File: src/ddo_pkg.sv
`timescale 1ns / 1ps
// ============================================================================
// ddo_pkg - shared types and constants for the differential drive odometry
// Item types, register map, fixed-point constants, CORDIC angle table and
// the sequencer state encodings.
// ============================================================================
package ddo_pkg;

    // Default number of CORDIC rotations (legal range 8 to 30)
    localparam int CORDIC_STEPS_DEF = 18;

    // Register file
    localparam int ADDR_W = 4;
    localparam int DATA_W = 32;
    localparam logic [1:0] REG_LEFT_DPC  = 2'd0;
    localparam logic [1:0] REG_RIGHT_DPC = 2'd1;
    localparam logic [1:0] REG_INV_TRACK = 2'd2;
    localparam logic [31:0] LEFT_DPC_RST  = 32'd10541439;
    localparam logic [31:0] RIGHT_DPC_RST = 32'd10541439;
    localparam logic [31:0] INV_TRACK_RST = 32'd20971520;

    // Heading arithmetic, Q3.16
    localparam logic signed [20:0] TWO_PI_Q16 = 21'sd411775;
    localparam logic [18:0]        DTHETA_MAX = 19'd411774;

    // CORDIC datapath, Q30 in a 35-bit word
    localparam int CW = 35;
    localparam logic signed [CW-1:0] PI_Q30      = 35'sd3373259426;
    localparam logic signed [CW-1:0] TWO_PI_Q30  = 35'sd6746518852;
    localparam logic signed [CW-1:0] HALF_PI_Q30 = 35'sd1686629713;
    localparam logic signed [CW-1:0] GAIN_Q30    = 35'sd652032874;

    typedef struct packed {
        logic signed [31:0] left_count;
        logic signed [31:0] right_count;
    } cnt_item_t;

    typedef struct packed {
        logic signed [31:0] pos_x;
        logic signed [31:0] pos_y;
        logic signed [19:0] heading_rad;
    } pose_item_t;

    typedef struct packed {
        logic [31:0] left_dpc;
        logic [31:0] right_dpc;
        logic [31:0] inv_track;
    } cfg_t;

    typedef struct packed {
        logic                 done;
        logic signed [CW-1:0] cos_v;
        logic signed [CW-1:0] sin_v;
    } cordic_sts_t;

    typedef enum logic [4:0] {
        ST_IDLE,
        ST_MUL_L,
        ST_MUL_R,
        ST_DIFF,
        ST_SUM,
        ST_ABS,
        ST_TH_HI,
        ST_TH_LO,
        ST_DTH,
        ST_HEAD,
        ST_C_START,
        ST_C_WAIT,
        ST_X_HI,
        ST_X_LO,
        ST_X_RES,
        ST_X_ADD,
        ST_Y_HI,
        ST_Y_LO,
        ST_Y_RES,
        ST_Y_ADD,
        ST_DONE
    } core_state_t;

    typedef enum logic [1:0] {
        CS_IDLE,
        CS_FOLD,
        CS_ITER,
        CS_OUT
    } cordic_state_t;

    // atan(2^-i) in Q30
    function automatic logic signed [CW-1:0] atan_q30(input logic [4:0] idx);
        logic signed [CW-1:0] v;
        unique case (idx)
            5'd0:    v = 35'h3243F6A8;
            5'd1:    v = 35'h1DAC6705;
            5'd2:    v = 35'h0FADBAFC;
            5'd3:    v = 35'h07F56EA6;
            5'd4:    v = 35'h03FEAB76;
            5'd5:    v = 35'h01FFD55B;
            5'd6:    v = 35'h00FFFAAA;
            5'd7:    v = 35'h007FFF55;
            5'd8:    v = 35'h003FFFEA;
            5'd9:    v = 35'h001FFFFD;
            5'd10:   v = 35'h000FFFFF;
            5'd11:   v = 35'h0007FFFF;
            5'd12:   v = 35'h0003FFFF;
            5'd13:   v = 35'h0001FFFF;
            5'd14:   v = 35'h0000FFFF;
            5'd15:   v = 35'h00007FFF;
            5'd16:   v = 35'h00003FFF;
            5'd17:   v = 35'h00001FFF;
            5'd18:   v = 35'h00000FFF;
            5'd19:   v = 35'h000007FF;
            5'd20:   v = 35'h000003FF;
            5'd21:   v = 35'h000001FF;
            5'd22:   v = 35'h000000FF;
            5'd23:   v = 35'h0000007F;
            5'd24:   v = 35'h0000003F;
            5'd25:   v = 35'h0000001F;
            5'd26:   v = 35'h0000000F;
            5'd27:   v = 35'h00000008;
            5'd28:   v = 35'h00000004;
            5'd29:   v = 35'h00000002;
            default: v = '0;
        endcase
        return v;
    endfunction

endpackage

File: src/ddo_apb.sv
`timescale 1ns / 1ps
// ============================================================================
// ddo_apb - configuration register file
// Three 32-bit registers at byte offsets 0, 4 and 8 (paddr[1:0] ignored);
// offsets 12 to 15 read 0 and ignore writes.
// ============================================================================
module ddo_apb (
    input  logic                        clk,
    input  logic                        rst_n,
    input  logic                        psel,
    input  logic                        penable,
    input  logic                        pwrite,
    input  logic [ddo_pkg::ADDR_W-1:0]  paddr,
    input  logic [ddo_pkg::DATA_W-1:0]  pwdata,
    output logic [ddo_pkg::DATA_W-1:0]  prdata,
    output logic                        pready,
    output ddo_pkg::cfg_t               cfg
);

    ddo_pkg::cfg_t cfg_reg;
    logic          wr_en;
    logic [1:0]    reg_idx;

    assign wr_en   = psel && penable && pwrite;
    assign reg_idx = paddr[3:2];

    always_ff @(posedge clk or negedge rst_n)
    begin
        if (!rst_n)
        begin
            cfg_reg.left_dpc  <= ddo_pkg::LEFT_DPC_RST;
            cfg_reg.right_dpc <= ddo_pkg::RIGHT_DPC_RST;
            cfg_reg.inv_track <= ddo_pkg::INV_TRACK_RST;
        end
        else if (wr_en)
        begin
            unique case (reg_idx)
                ddo_pkg::REG_LEFT_DPC:  cfg_reg.left_dpc  <= pwdata;
                ddo_pkg::REG_RIGHT_DPC: cfg_reg.right_dpc <= pwdata;
                ddo_pkg::REG_INV_TRACK: cfg_reg.inv_track <= pwdata;
                default:
                begin
                end
            endcase
        end
    end

    always_comb
    begin
        unique case (reg_idx)
            ddo_pkg::REG_LEFT_DPC:  prdata = cfg_reg.left_dpc;
            ddo_pkg::REG_RIGHT_DPC: prdata = cfg_reg.right_dpc;
            ddo_pkg::REG_INV_TRACK: prdata = cfg_reg.inv_track;
            default:                prdata = '0;
        endcase
    end

    assign pready = 1'b1;
    assign cfg    = cfg_reg;

endmodule

File: config.mk
export PLATFORM = sky130hd
export DESIGN_NAME = ddo_apb
export DESIGN_NICKNAME = d
export VERILOG_FILES = /design/src/ddo_pkg.sv /design/src/ddo_apb.sv
export SDC_FILE = /design/constraint.sdc
export NUM_CORES = 1
export LEC_CHECK = 0
export BUFFER_PORTS_ARGS = -buffer_cell sky130_fd_sc_hd__buf_2
export CAP_MARGIN = 20
export CORE_MARGIN = 4
export CORE_UTILIZATION = 49
export CTS_CLUSTER_DIAMETER = 30
export CTS_CLUSTER_SIZE = 12
export DETAILED_ROUTE_END_ITERATION = 16
export PLACE_DENSITY = 0.8
export SYNTH_ARGS = -nofsm -noshare
export SYNTH_HDL_FRONTEND = slang
export SYNTH_SLANG_ARGS = --single-unit
File: constraint.sdc
create_clock -name clk -period 1.9 [get_ports clk]
set_input_delay 0.38 -clock clk [delete_from_list [all_inputs] [get_ports clk]]
set_output_delay 0.38 -clock clk [all_outputs]
set_load 0.01 [all_outputs]
==> summary.txt <==
Slew headroom: 66.5%
Net Count, Synth: 357
Initial core utilization: 50.6%
Syn Std Cell Area: 0.00441 mm^2
Switching Power: 1.96 mW
Vias: 3154
Power Density: 1090 mW/mm^2
Clock transition at path regs: 0.09 ns
Critical setup path kind: input pin to primary output
Final instance area: 0.00562 mm^2
Yosys cell types: 18
Final ANT Viol Nets: 0
Clk buf depth: 2
Number of setup buffers added after CTS: 0
Starting DRC count in detailed routing: 65
Placed cell areas: 0.00544 mm^2
Worst skew pair latency: 0.34 ns
Vias in the first global route: 3310
Die Wd: 103 um
Full die area: 0.0106 mm^2
Share of cells above drive strength 1: 66.5%
Final Cycle Share: 95.0%
Comb power frac: 30.8%
Sw Share: 32.0%
IO Pins: 170
Yosys warns: 0
Sequential power share: 49.3%
Final Hold Violating Endpoints: 0
Routability-driven placement congestion ratio: 0.822
Fmax: 0.554 GHz
M1 GR Usage: 26.6%
CTS tree: done
Worst Skew: 0 ns
Met3 Usage GRT: 3.86%
Setup TNS: 0 ns
Utilization after layout: 64.5%
Site Rows: 34
Outcome: complete, no violations
GRT Util Overall: 21.4%
Flip-flop count of the largest register after layout: 96
Crit. End Element: primary output
DR WL/cell: 18.7 um
Top-area cell type share of the netlist area: 37.4%
Number of port buffers: 166
Final Non-Filler Cells: 601
Synth Instances: 316
Syn_area_per_cell: 14.0 um^2
P_int: 4.17 mW
Most Used Layer, Global Route: met2
CP required: 1.52 ns
Final setup viols: 0
Nets: 528
Dpl cells: 584
Max Cap Viol: 0
Hpwl dp: 8110 um
First-pass GRT wire length: 17400 um
Leakage: 2.87 nW
Via density per instance: 5.25
Cell taking the most area after synthesis: dfrtp_1
Hold Slack: 0.0646 ns
Min-Delay Path Class: input pin to async pin
TritonCTS Sinks: 96
# DRC: 0
H-tree depth: 3
Synth Register Bits: 96
Post-synthesis sequential area ratio: 55.3%
First-pass detailed-route iteration total: 4
Final worst path period need: 1.80 ns
CTS root buf: clkbuf_8
CP Launch Type: input pin
Clock power frac: 19.9%
Largest net degree at the start of global routing: 97
CTS resizes: 0
Max IR drop VDD: 0.660 mV
GR Util met2: 37.4%
Die H: 103 um
Global route overflow: 0
Tot Pwr: 6.13 mW
WL final: 11200 um
TritonCTS Buffers: 9
RSZ-0062 raised after global routing: no
CP Max Fanout: 17
Synth area leaders: dfrtp_1 (37%), dfstp_2 (18%), mux2_2 (16%)
Worst slack, placed: 0.0875 ns
Worst-Margin Slew: 0.503 ns
Final Max Tran Viols: 0
Area grow syn2layout: 27.5%
Antenna violations before repair: 1
Core Area: 0.00872 mm^2
Post-cts hold buffer count: 0
Worst EP arrival: 1.42 ns
Setup ws final: 0.0954 ns
cells by family after synthesis:
family	after synthesis	synth area share [%]
compound gates	32	3.63
buf+inv	22	2.84
flops	96	55.3
mux	128	34.3
other cells	1	0.0850
simple gates	37	3.80
critical path, stage by stage:
cell and delay, ns:
buf_2 0.14, buf_4 0.33, mux2i_1 0.27, o21ai_0 0.13, buf_2 0.17
per-layer routing:
metal / vias to the layer above / routed length (um)
li1: 1456 / -
met1: 1588 / 4560
met2: 99 / 5900
met3: 11 / 623
met4: 0 / 160
met5: - / 0
cells in the final DEF, fill, tap and decap left out, drive strengths merged:
cell type,count
dfstp,30
o21ai,32
nand3,1
nor3b,1
buf,182
conb,1
nor3,1
clkbuf,11
mux2i,32
diode,1
nor2b,1
clkinv,4
or3b,1
mux2,96
clkinvlp,1
dfrtp,66
nand2,32
worst paths after layout:
check / from / end / slack [ns] / cells past startpoint
worst max register to register: cfg[62]$_DFFE_PN0P_ / cfg[62]$_DFFE_PN0P_ / 1.10 / 1
min in group clk: pwdata[28] / cfg[92]$_DFFE_PN0P_ / 0.28 / 2
max in group asynchronous: rst_n / cfg[72]$_DFFE_PN1P_ / 1.43 / 2
worst min-delay path: rst_n / cfg[13]$_DFFE_PN0P_ / 0.06 / 2
worst min register to register: cfg[92]$_DFFE_PN0P_ / cfg[92]$_DFFE_PN0P_ / 0.53 / 1
worst max-delay path: paddr[2] / prdata[21] / 0.1 / 5
synthesized netlist by cell type:
library cell / number
or3b_1: 1
conb_1: 1
mux2_4: 30
mux2_2: 64
dfstp_2: 30
o21ai_0: 32
buf_6: 3
nor3_2: 1
nor2b_1: 1
mux2i_1: 32
nor3b_2: 1
buf_4: 2
nand2_1: 32
clkbuf_1: 7
dfrtp_1: 66
buf_2: 10
nand3_2: 1
mux2_1: 2
power by group through the flow:
| stage | clock, mW | combinational [mW] | sequential (mW) |
|---|---|---|---|
| 2_1_floorplan | 0 | 0.806 | 3.22 |
| 3_3_place_gp | 0 | 1.86 | 3.01 |
| 3_5_place_dp | 0 | 1.92 | 3.05 |
| 4_1_cts | 1.26 | 1.92 | 3.02 |
| 5_1_grt | 1.36 | 2.06 | 3.09 |
| 6_report | 1.22 | 1.89 | 3.02 |
final cells by class:
cell class | count | area (um^2)
fillers | 658 | 3100
well taps | 108 | 135
clock buffers | 11 | 151
repair buffers | 182 | 1000
multi-input cells | 198 | 1860
diodes | 1 | 2.50
clock inverters | 5 | 31.3
flip-flops and latches | 96 | 2440
No activity file was read; power rests on OpenSTA's default activity.
